==> config.mk <==
export PLATFORM = sky130hd
export DESIGN_NAME = ordered_list_engine_top
export DESIGN_NICKNAME = d
export VERILOG_FILES = /design/src/rtl/olist_pkg.sv /design/src/rtl/olist_ram.sv /design/src/rtl/ordered_list_engine_top.sv
export SDC_FILE = /design/constraint.sdc
export NUM_CORES = 1
export LEC_CHECK = 0
export BUFFER_PORTS_ARGS = -buffer_cell sky130_fd_sc_hd__clkbuf_2
export CAP_MARGIN = 20
export CORE_ASPECT_RATIO = 1.4
export CORE_MARGIN = 4
export CORE_UTILIZATION = 30
export CTS_CLUSTER_SIZE = 12
export DETAILED_ROUTE_END_ITERATION = 6
export PLACE_DENSITY = 0.44
export SYNTH_ARGS = -nofsm -noshare
export SYNTH_HDL_FRONTEND = slang
export SYNTH_SLANG_ARGS = --single-unit
==> constraint.sdc <==
create_clock -name clk -period 3.1 [get_ports clk]
set_input_delay 0.155 -clock clk [delete_from_list [all_inputs] [get_ports clk]]
set_output_delay 0.155 -clock clk [all_outputs]
set_load 0.1 [all_outputs]
==> src/rtl/olist_pkg.sv <==
`timescale 1ns / 1ps
`default_nettype none

package olist_pkg;

	localparam int CAPACITY_DEF = 16;

	localparam int MODE_W = 3;
	localparam int VAL_W  = 32;
	localparam int POS_W  = 8;
	localparam int ST_W   = 2;
	localparam int LEN_W  = 5;

	// command modes
	localparam logic [MODE_W-1:0] MODE_INS_HEAD  = 3'd0;
	localparam logic [MODE_W-1:0] MODE_INS_TAIL  = 3'd1;
	localparam logic [MODE_W-1:0] MODE_INS_AFTER = 3'd2;
	localparam logic [MODE_W-1:0] MODE_READ      = 3'd3;
	localparam logic [MODE_W-1:0] MODE_DEL_TAIL  = 3'd4;
	localparam logic [MODE_W-1:0] MODE_DEL_AT    = 3'd5;

	// result status codes
	localparam logic [ST_W-1:0] ST_DONE = 2'd0;
	localparam logic [ST_W-1:0] ST_NONE = 2'd1;
	localparam logic [ST_W-1:0] ST_FULL = 2'd2;

endpackage

`default_nettype wire

==> src/rtl/olist_ram.sv <==
`timescale 1ns / 1ps
`default_nettype none

module olist_ram #(
	parameter int WIDTH = 32,
	parameter int DEPTH = 16
) (
	input  wire                      clk,
	input  wire                      wr_en,
	input  wire [$clog2(DEPTH)-1:0]  wr_addr,
	input  wire [WIDTH-1:0]          wr_data,
	input  wire                      rd_en,
	input  wire [$clog2(DEPTH)-1:0]  rd_addr,
	output logic [WIDTH-1:0]         rd_data
);

	logic [WIDTH-1:0] mem [DEPTH];

	always_ff @(posedge clk) begin
		if (wr_en) begin
			mem[wr_addr] <= wr_data;
		end
		// hold the last read word until the next read
		if (rd_en) begin
			rd_data <= mem[rd_addr];
		end
	end

endmodule

`default_nettype wire

==> src/rtl/ordered_list_engine_top.sv <==
`timescale 1ns / 1ps
`default_nettype none

// A read, a refused or trivial command goes from IDLE straight to FINISH; an insert passes
// through MOVE and PUT, and a delete at a position through MOVE, before FINISH.
// One command at a time: a new command is taken only in IDLE; the shift loop through the
// single-port-pair entry RAM (one entry moved per cycle) sets how long a command runs.
// Reset: arst_n clears the list count, the sequencer state and out_valid; entry contents stay undefined.
module ordered_list_engine_top
	import olist_pkg::*;
#(
	parameter int CAPACITY = CAPACITY_DEF
) (
	input  wire                      clk,
	input  wire                      arst_n,
	// command channel
	input  wire                      in_valid,
	output logic                     in_ready,
	input  wire [MODE_W-1:0]         mode,
	input  wire signed [VAL_W-1:0]   item_value,
	input  wire [POS_W-1:0]          position,
	// result channel
	output logic                     out_valid,
	input  wire                      out_ready,
	output logic signed [VAL_W-1:0]  read_value,
	output logic [ST_W-1:0]          status,
	output logic [LEN_W-1:0]         length
);

	localparam int IDX_W = $clog2(CAPACITY);
	localparam int CNT_W = $clog2(CAPACITY + 1);
	localparam int CMP_W = (CNT_W > POS_W) ? CNT_W : POS_W;

	// Sequencer: IDLE takes a command, MOVE shifts entries one per cycle through the
	// RAM, PUT stores the new value in the opened gap, FINISH loads the result word.
	typedef enum logic [3:0] {
		S_IDLE   = 4'b0001,
		S_MOVE   = 4'b0010,
		S_PUT    = 4'b0100,
		S_FINISH = 4'b1000
	} state_t;

	state_t state_q;

	logic [CNT_W-1:0] count_q;
	logic [CNT_W-1:0] moves_q;    // entry moves still to issue
	logic [IDX_W-1:0] cur_q;      // next RAM address to read in the shift loop
	logic [IDX_W-1:0] slot_q;     // insert slot
	logic             up_q;       // shift direction: 1 toward the tail (insert)
	logic             rsel_q;     // result carries the RAM read word
	logic [ST_W-1:0]  st_q;
	logic [VAL_W-1:0] val_q;

	// read issued in the previous MOVE cycle, and where its word goes
	logic             pend_s1;
	logic [IDX_W-1:0] wa_s1;

	logic             out_valid_q;
	logic [VAL_W-1:0] read_value_q;
	logic [ST_W-1:0]  status_q;
	logic [LEN_W-1:0] length_q;

	// RAM ports
	logic             ram_wr_en;
	logic [IDX_W-1:0] ram_wr_addr;
	logic [VAL_W-1:0] ram_wr_data;
	logic             ram_rd_en;
	logic [IDX_W-1:0] ram_rd_addr;
	logic [VAL_W-1:0] ram_rd_data;

	logic             accept;
	logic             issue;
	logic             full;
	logic             pos_in;
	logic [CMP_W-1:0] pos_x;
	logic [CMP_W-1:0] cnt_x;
	logic [CNT_W-1:0] pos_c;
	logic [CNT_W-1:0] ins_slot;
	logic             res_load;
	logic [LEN_W+CNT_W-1:0] len_x;

	assign in_ready = (state_q == S_IDLE);
	assign accept   = in_valid && in_ready;

	assign pos_x  = CMP_W'(position);
	assign cnt_x  = CMP_W'(count_q);
	assign pos_in = (pos_x < cnt_x);
	assign pos_c  = CNT_W'(position);
	assign full   = (count_q >= CNT_W'(CAPACITY));

	// slot of a new value; insert-after clamps to the last element
	always_comb begin
		case (mode)
			MODE_INS_HEAD: ins_slot = '0;
			MODE_INS_TAIL: ins_slot = count_q;
			default: begin
				if (count_q == '0) begin
					ins_slot = '0;
				end else if (pos_in) begin
					ins_slot = pos_c + CNT_W'(1);
				end else begin
					ins_slot = count_q;
				end
			end
		endcase
	end

	assign issue = (state_q == S_MOVE) && (moves_q != '0);

	// read port: the command's read at accept, or the shift loop
	assign ram_rd_en   = issue || (accept && (mode == MODE_READ) && pos_in);
	assign ram_rd_addr = (state_q == S_MOVE) ? cur_q : IDX_W'(position);

	// write port: shifted word in MOVE, new value in PUT
	assign ram_wr_en   = ((state_q == S_MOVE) && pend_s1) || (state_q == S_PUT);
	assign ram_wr_addr = (state_q == S_PUT) ? slot_q : wa_s1;
	assign ram_wr_data = (state_q == S_PUT) ? val_q : ram_rd_data;

	olist_ram #(
		.WIDTH (VAL_W),
		.DEPTH (CAPACITY)
	) u_ram (
		.clk     (clk),
		.wr_en   (ram_wr_en),
		.wr_addr (ram_wr_addr),
		.wr_data (ram_wr_data),
		.rd_en   (ram_rd_en),
		.rd_addr (ram_rd_addr),
		.rd_data (ram_rd_data)
	);

	// load the result word once the output register is free
	assign res_load = (state_q == S_FINISH) && (!out_valid_q || out_ready);

	always_ff @(posedge clk or negedge arst_n) begin
		if (!arst_n) begin
			state_q <= S_IDLE;
			count_q <= '0;
			moves_q <= '0;
			pend_s1 <= 1'b0;
			up_q    <= 1'b0;
			rsel_q  <= 1'b0;
			st_q    <= ST_DONE;
		end else begin
			case (state_q)
				S_IDLE: begin
					if (accept) begin
						rsel_q  <= 1'b0;
						st_q    <= ST_DONE;
						pend_s1 <= 1'b0;
						state_q <= S_FINISH;
						case (mode)
							MODE_INS_HEAD, MODE_INS_TAIL, MODE_INS_AFTER: begin
								if (full) begin
									st_q <= ST_FULL;
								end else begin
									// move entries slot..count-1 up, last first
									up_q    <= 1'b1;
									moves_q <= count_q - ins_slot;
									state_q <= S_MOVE;
								end
							end
							MODE_READ: begin
								if (pos_in) begin
									rsel_q <= 1'b1;
								end else begin
									st_q <= ST_NONE;
								end
							end
							MODE_DEL_TAIL: begin
								if (count_q == '0) begin
									st_q <= ST_NONE;
								end else begin
									count_q <= count_q - CNT_W'(1);
								end
							end
							MODE_DEL_AT: begin
								if (pos_in) begin
									// move entries position+1..count-1 down
									up_q    <= 1'b0;
									moves_q <= count_q - CNT_W'(1) - pos_c;
									state_q <= S_MOVE;
								end else begin
									st_q <= ST_NONE;
								end
							end
							default: begin
								st_q <= ST_NONE;
							end
						endcase
					end
				end
				S_MOVE: begin
					pend_s1 <= issue;
					if (issue) begin
						moves_q <= moves_q - CNT_W'(1);
					end else if (!pend_s1) begin
						// last move written back
						if (up_q) begin
							state_q <= S_PUT;
						end else begin
							count_q <= count_q - CNT_W'(1);
							state_q <= S_FINISH;
						end
					end
				end
				S_PUT: begin
					count_q <= count_q + CNT_W'(1);
					state_q <= S_FINISH;
				end
				S_FINISH: begin
					if (res_load) begin
						state_q <= S_IDLE;
					end
				end
				default: begin
					state_q <= S_IDLE;
				end
			endcase
		end
	end

	// shift loop addresses and command payload
	always_ff @(posedge clk) begin
		if (accept) begin
			val_q  <= item_value;
			slot_q <= IDX_W'(ins_slot);
			if (mode == MODE_DEL_AT) begin
				cur_q <= IDX_W'(pos_c + CNT_W'(1));
			end else begin
				cur_q <= IDX_W'(count_q - CNT_W'(1));
			end
		end else if (issue) begin
			if (up_q) begin
				cur_q <= cur_q - IDX_W'(1);
				wa_s1 <= cur_q + IDX_W'(1);
			end else begin
				cur_q <= cur_q + IDX_W'(1);
				wa_s1 <= cur_q - IDX_W'(1);
			end
		end
	end

	// output register
	assign len_x = {LEN_W'(0), count_q};

	always_ff @(posedge clk or negedge arst_n) begin
		if (!arst_n) begin
			out_valid_q <= 1'b0;
		end else if (res_load) begin
			out_valid_q <= 1'b1;
		end else if (out_ready) begin
			out_valid_q <= 1'b0;
		end
	end

	always_ff @(posedge clk) begin
		if (res_load) begin
			read_value_q <= rsel_q ? ram_rd_data : '0;
			status_q     <= st_q;
			length_q     <= len_x[LEN_W-1:0];
		end
	end

	assign out_valid  = out_valid_q;
	assign read_value = read_value_q;
	assign status     = status_q;
	assign length     = length_q;

endmodule

`default_nettype wire
After elaboration in Yosys (flattened, before gate mapping) --
Memory sizes are Yosys's and may differ from the RTL's. A register that Yosys moved wholly into a read port is not among the register bits. Cells that the tools add are included.
Operators by class: add/subtract/negate cells 8, multiply operators 0, divide/modulo/power cells 0, magnitude comparators 2, equal/unequal tests 22, shift operators 0, multiplexer cells 48, bitwise gates (word level) 1, reduce and logical (&&, ||, !) cells 27
Operator list (number):
- 2-to-1 mux 5 bit | 12
- 2-to-1 mux 4 bit | 14
- 2-to-1 mux 32 bit | 1
- case mux 5 bit (2 select lines) | 3
- != test 2 bit (second input constant) | 8
- case mux 4 bit (4 select lines) | 1
- case mux 5 bit (3 select lines) | 1
- 2-to-1 mux 1 bit | 11
- adder 5 x 1 -> 5 bit (second input constant) | 2
- subtractor 5 x 1 -> 5 bit (second input constant) | 2
- subtractor 5 bit | 2
- < comparator 8 x 5 -> 1 bit | 1
- case mux 4 bit (2 select lines) | 1
- nonzero test 2 bit | 4
- AND reduction 7 bit | 1
- equality test 3 x 2 -> 1 bit (second input constant) | 2
- equality test 3 bit (second input constant) | 2
- logical AND 1 bit | 6
- != test 3 bit (second input constant) | 2
- case mux 2 bit (3 select lines) | 1
- AND reduction 2 bit | 3
- AND reduction 6 bit | 1
- >= comparator 5 bit (second input constant) | 1
- zero test 5 bit | 1
- other kinds (21) | 25
Storage, ports and cells: register bits after elaboration 103, bits in latches 0, bits in writable memories 512, memory bits (read-only) 0, output and inout port bits 41, word-level logic and storage cells 124, memories kept 1
Memories:
- u_ram.mem | words 16, width 32, read ports 1, clocked after memory_dff 1, wr ports 1, RTL line olist_ram.sv:17 | logic [WIDTH-1:0] mem [DEPTH];

Depth between registers and ports, before layout --
depth after elaboration 9, depth in mapped cells 17, gate-level depth less buffers 16

Hierarchy --
A second synthesis with hierarchy kept.
Unflattened totals: cell total of the unflattened synthesis 1249, area, all modules 25421.9 um^2
Modules (own cells, without submodules):
- olist_ram | times used 1, cells each 838, area an instance 20155.6 um^2
- ordered_list_engine_top | times used 1, cells each 411, area an instance 5266.3 um^2

Worst setup path after synthesis --
OpenSTA, ideal clock, no wires.
path type register to register, from register state_q[0], to register u_ram.rd_data[0], read port of u_ram.mem, enable pin, library setup time 389 ps, arrival time 3396 ps, setup slack -686 ps, cell stages (with the launch flop) 6, path buffers 0, clock period less this slack 3786 ps, cells stage by stage dfstp_2 -> or4b_2 -> inv_1 -> nand2_1 -> or4_1 -> nand2_1
Between the ends: longest elaborated chain between the ends 5, elaborated cells between the ends (all ways) 8
Ends and longest elaborated chain:
- from (decl) | RTL line ordered_list_engine_top.sv:43 | state_t state_q;
- from (signal assigned) | RTL line ordered_list_engine_top.sv:137 | state_q <= S_IDLE;
- from (signal assigned) | RTL line ordered_list_engine_top.sv:151 | state_q <= S_FINISH;
- from (signal assigned) | RTL line ordered_list_engine_top.sv:160 | state_q <= S_MOVE;
- equality test 4 x 1 -> 1 bit | RTL line ordered_list_engine_top.sv:82 | assign in_ready = (state_q == S_IDLE);
- via in_ready | RTL line ordered_list_engine_top.sv:18 | output logic in_ready,
- logical AND 1 bit | RTL line ordered_list_engine_top.sv:83 | assign accept = in_valid && in_ready;
- logical AND 1 bit (2 in a row) | RTL line ordered_list_engine_top.sv:111 | assign ram_rd_en = issue || (accept && (mode == MODE_READ) && pos_in);
- logical OR 1 bit | RTL line ordered_list_engine_top.sv:111
- via ram_rd_en | RTL line ordered_list_engine_top.sv:67 | logic ram_rd_en;
- to (decl) | RTL line olist_ram.sv:14 | output logic [WIDTH-1:0] rd_data
The timed path passes the listed nets, and every way through them passes these cells. A chain may end at the register's enable or synchronous reset.

Final worst setup path --
from register count_q[1], to register moves_q[4]
Between the ends: longest elaborated chain between the ends 9, elaborated cells between the ends (all ways) 17
Ends and longest elaborated chain:
- from (decl) | RTL line ordered_list_engine_top.sv:45 | logic [CNT_W-1:0] count_q;
- from (signal assigned) | RTL line ordered_list_engine_top.sv:174 | count_q <= count_q - CNT_W'(1);
- from (signal assigned) | RTL line ordered_list_engine_top.sv:202 | count_q <= count_q - CNT_W'(1);
- from (signal assigned) | RTL line ordered_list_engine_top.sv:208 | count_q <= count_q + CNT_W'(1);
- < comparator 8 x 5 -> 1 bit | RTL line ordered_list_engine_top.sv:87 | assign pos_in = (pos_x < cnt_x);
- 2-to-1 mux 5 bit | RTL line ordered_list_engine_top.sv:99 | end else if (pos_in) begin
- 2-to-1 mux 5 bit (*) | RTL line ordered_list_engine_top.sv:97 | if (count_q == '0) begin
- case mux 5 bit (2 select lines) (*) | RTL line ordered_list_engine_top.sv:93 | case (mode)
- via ins_slot[0] | RTL line ordered_list_engine_top.sv:78 | logic [CNT_W-1:0] ins_slot;
- subtractor 5 bit (*) | RTL line ordered_list_engine_top.sv:159 | moves_q <= count_q - ins_slot;
- 2-to-1 mux 5 bit (*) | RTL line ordered_list_engine_top.sv:154 | if (full) begin
- case mux 5 bit (2 select lines) (*) | RTL line ordered_list_engine_top.sv:152 | case (mode)
- 2-to-1 mux 5 bit (*) | RTL line ordered_list_engine_top.sv:147 | if (accept) begin
- case mux 5 bit (2 select lines) (*) | RTL line ordered_list_engine_top.sv:145 | case (state_q)
- to (signal assigned) | RTL line ordered_list_engine_top.sv:159
- to (signal assigned) | RTL line ordered_list_engine_top.sv:181 | moves_q <= count_q - CNT_W'(1) - pos_c;
- to (signal assigned) | RTL line ordered_list_engine_top.sv:196 | moves_q <= moves_q - CNT_W'(1);
- to (decl) | RTL line ordered_list_engine_top.sv:46 | logic [CNT_W-1:0] moves_q;
The timed path passes the listed nets; every way through them passes the cells marked *. The select of a mux whose other input is x is not followed.

==> flow_summary.json <==
{
  "status": "finished clean",
  "max_cap_violations": 0,
  "cts_buffer_depth": 3,
  "wl_per_cell_um": 21.9,
  "die-width_um": 257,
  "setup_viol": 0,
  "critical_path.top_delay_family": "compound AO/OA/AOI/OAI gates",
  "skew_ps": 26.3,
  "nNetsFinal": 2242,
  "routed_wl_um": 74300,
  "portBuffers": 87,
  "min_path_type": "in2async",
  "htree_num_levels": 3,
  "syn_inst": 1951,
  "slowest_delay_ps": 400,
  "synth.avg_cell_area_um2": 13.4,
  "drtPass1Iterations": 5,
  "cts_tree": "done",
  "synth_top_area_share_pct": 72.3,
  "peakVddDrop_uv": 431,
  "syn_area_mm2": 0.0260,
  "min_period_ps": 2960,
  "synthTopCellsByArea": "edfxtp_1, nand2_1, nand3_1, mux2i_1, dfrtp_1",
  "ios": 88,
  "leakage_nw": 11.0,
  "synth_seq_area_share_pct": 74.2,
  "clock_latency_ps": 610,
  "rows": 127,
  "grt_pass1_wl_um": 109000,
  "worstSetupStartpointType": "flip-flop",
  "whs_ps": 78.8,
  "crit_type": "reg2reg",
  "fmax_mhz": 338,
  "num_vias": 16300,
  "area_growth_pct": 20.3,
  "finalSetupTns_ps": 0,
  "ys_seq_elements": 647,
  "via_per_inst": 4.81,
  "clock_sinks": 647,
  "core_mm2": 0.0860,
  "drc": 0,
  "crit_chain": "inv_2 > ha_4 > nor2b_4 > o2111ai_2 > nand3_2 > or2_4 > o21ai_4 > ha_2 > inv_2 > fa_2 > a21o_1 > a21oi_2 > o21a_1 > o211ai_1 > a32oi_1",
  "cpMostUsedCell": "inv_2",
  "gp_congestion": 0.769,
  "netlist-cell-type-count": 57,
  "seq_area_mm2": 0.0193,
  "synth_common_cells": "edfxtp_1, nand2_1, nand3_1",
  "max_slew_margin_pct": 27.9,
  "antenna_found_initial": 3,
  "diodes": 0,
  "cts.reportedPaths.clkPinSlew_ps": 60,
  "crit_fanout": 2,
  "drt_iter0_markers": 1121,
  "hold_violations": 0,
  "ant_nets": 0,
  "powerDensity_mw_per_mm2": 658,
  "synth_most_common_cell": "edfxtp_1",
  "multi_input_area_mm2": 0.00640,
  "grt_pass1_vias": 16400,
  "hpwlAfterDp_um": 45900,
  "synthArstFlopShare_pct": 3.09,
  "rsz0062_at_grt": "true",
  "numCtsBuffers": 69,
  "worstPathRequired_ps": 3630,
  "start_util_pct": 30.3,
  "grtUsageTotal_pct": 15.8,
  "crit_path_end_kind": "flip-flop",
  "dieArea_mm2": 0.0917,
  "arrival_ps": 3490,
  "crit_slowest_cell": "dfrtp_2",
  "drive_gt1_share_pct": 15.7,
  "clockRootBuffer": "clkbuf_16",
  "grt-ovfl-total": 0,
  "synth_nets": 2020,
  "fp.dieH_um": 357,
  "timing.final.crit_share_pct": 95.5,
  "synth_top_area_cell": "edfxtp_1",
  "ys.flop_type": "edfxtp_1",
  "synth-edff-count": 627,
  "yosysWarnings": 0,
  "critical_path_buf_inv_count": 2,
  "slew_violations": 0,
  "fillers": 8253,
  "grt_max_degree": 99,
  "tightest_slew_ps": 1080
}
-- state kept, by name, indices dropped and copies added (netlist names), 5 cells and up --
signal,cells
count_q,5
val_q,32
read_value,32
u_ram.mem,512
length,5
moves_q,5
u_ram.rd_data,32
-- logic make-up after synthesis --
family | Yosys count | synth area share [%]
multiplexers | 52 | 2.08
adder cells (fa/ha/maj) | 22 | 1.11
AND/OR/NAND/NOR | 931 | 15.6
buffers and inverters | 127 | 2.33
XOR/XNOR | 22 | 0.740
AO/OA/AOI/OAI | 150 | 3.90
flip-flops | 647 | 74.2
-- per-stage QoR --
stage	cells	total power (W)	utilization (%)	setup WS [ps]	instance area [µm²]
after global placement	3221	0.0130	33.5	-149	28800
final	3383	0.0206	36.5	141	31300
after floorplan	1951	0.0121	-	-347	26100
after detailed placement	3221	0.0130	33.5	-199	28800
after global routing	3383	0.0215	36.5	-18.5	31300
after CTS	3381	0.0209	36.4	3.82	31300
-- cell usage in the layout, fill, tap and decap left out, drive strengths merged, types with 20 or more instances in the layout --
cell | Yosys | routed
clkbuf | 52 | 189
edfxtp | 627 | 627
ha | 20 | 20
inv | 29 | 31
and2 | 33 | 33
dlygate4sd3 | 0 | 39
buf | 46 | 123
nor2 | 54 | 54
nand3 | 179 | 179
mux2i | 51 | 51
a21oi | 35 | 35
nand2 | 575 | 575
a32oi | 42 | 42
o21ai | 31 | 31
nand4 | 54 | 54
-- power breakdown --
part	total [W]	internal, W	switching (W)
Combinational	0.00287	0.000935	0.00193
Clock	0.00769	0.00438	0.00331
Sequential	0.0101	0.00987	0.000196
-- repair_timing --
action | in CTS | in global routing
endpoints found under the hold margin | 58 | 0
setup buffers | 1 | 2
setup endpoints to repair | 4 | 3
gates resized for setup | 10 | 14
pin swaps | 5 | 12
hold buffers | 39 | 0
-- layer usage --
layer  part of all wire, %  GRT usage [%]  up-vias
li1                      -              -     7569
met4                   2.6           5.39        0
met2                    51           27.8      391
met3                   4.3           2.26      101
met1                    42           20.1     8209
met5                     0              0        -
-- worst paths after layout --
check / slack, ps / from / end / cells past startpoint
worst max-delay path: 140 / count_q[1] / moves_q[4] / 15
worst min register to register: 460 / st_q[0] / status[0] / 0
worst max register to register: 140 / count_q[1] / moves_q[4] / 15
worst min-delay path: 80 / arst_n / st_q[1] / 2
max in group asynchronous: 2590 / arst_n / count_q[1] / 2
min in group clk: 130 / position[0] / cur_q[0] / 6
-- cell type report --
type                    count  share of cell area (%)
clock buffers             102                    6.14
clock inverters            18                   0.419
inverters                  29                   0.359
multi-input cells        1177                    20.4
flip-flops and latches    647                    61.7
well taps                1161                    4.63
repair buffers            249                    6.34
Power figures use the tool's default switching activity.
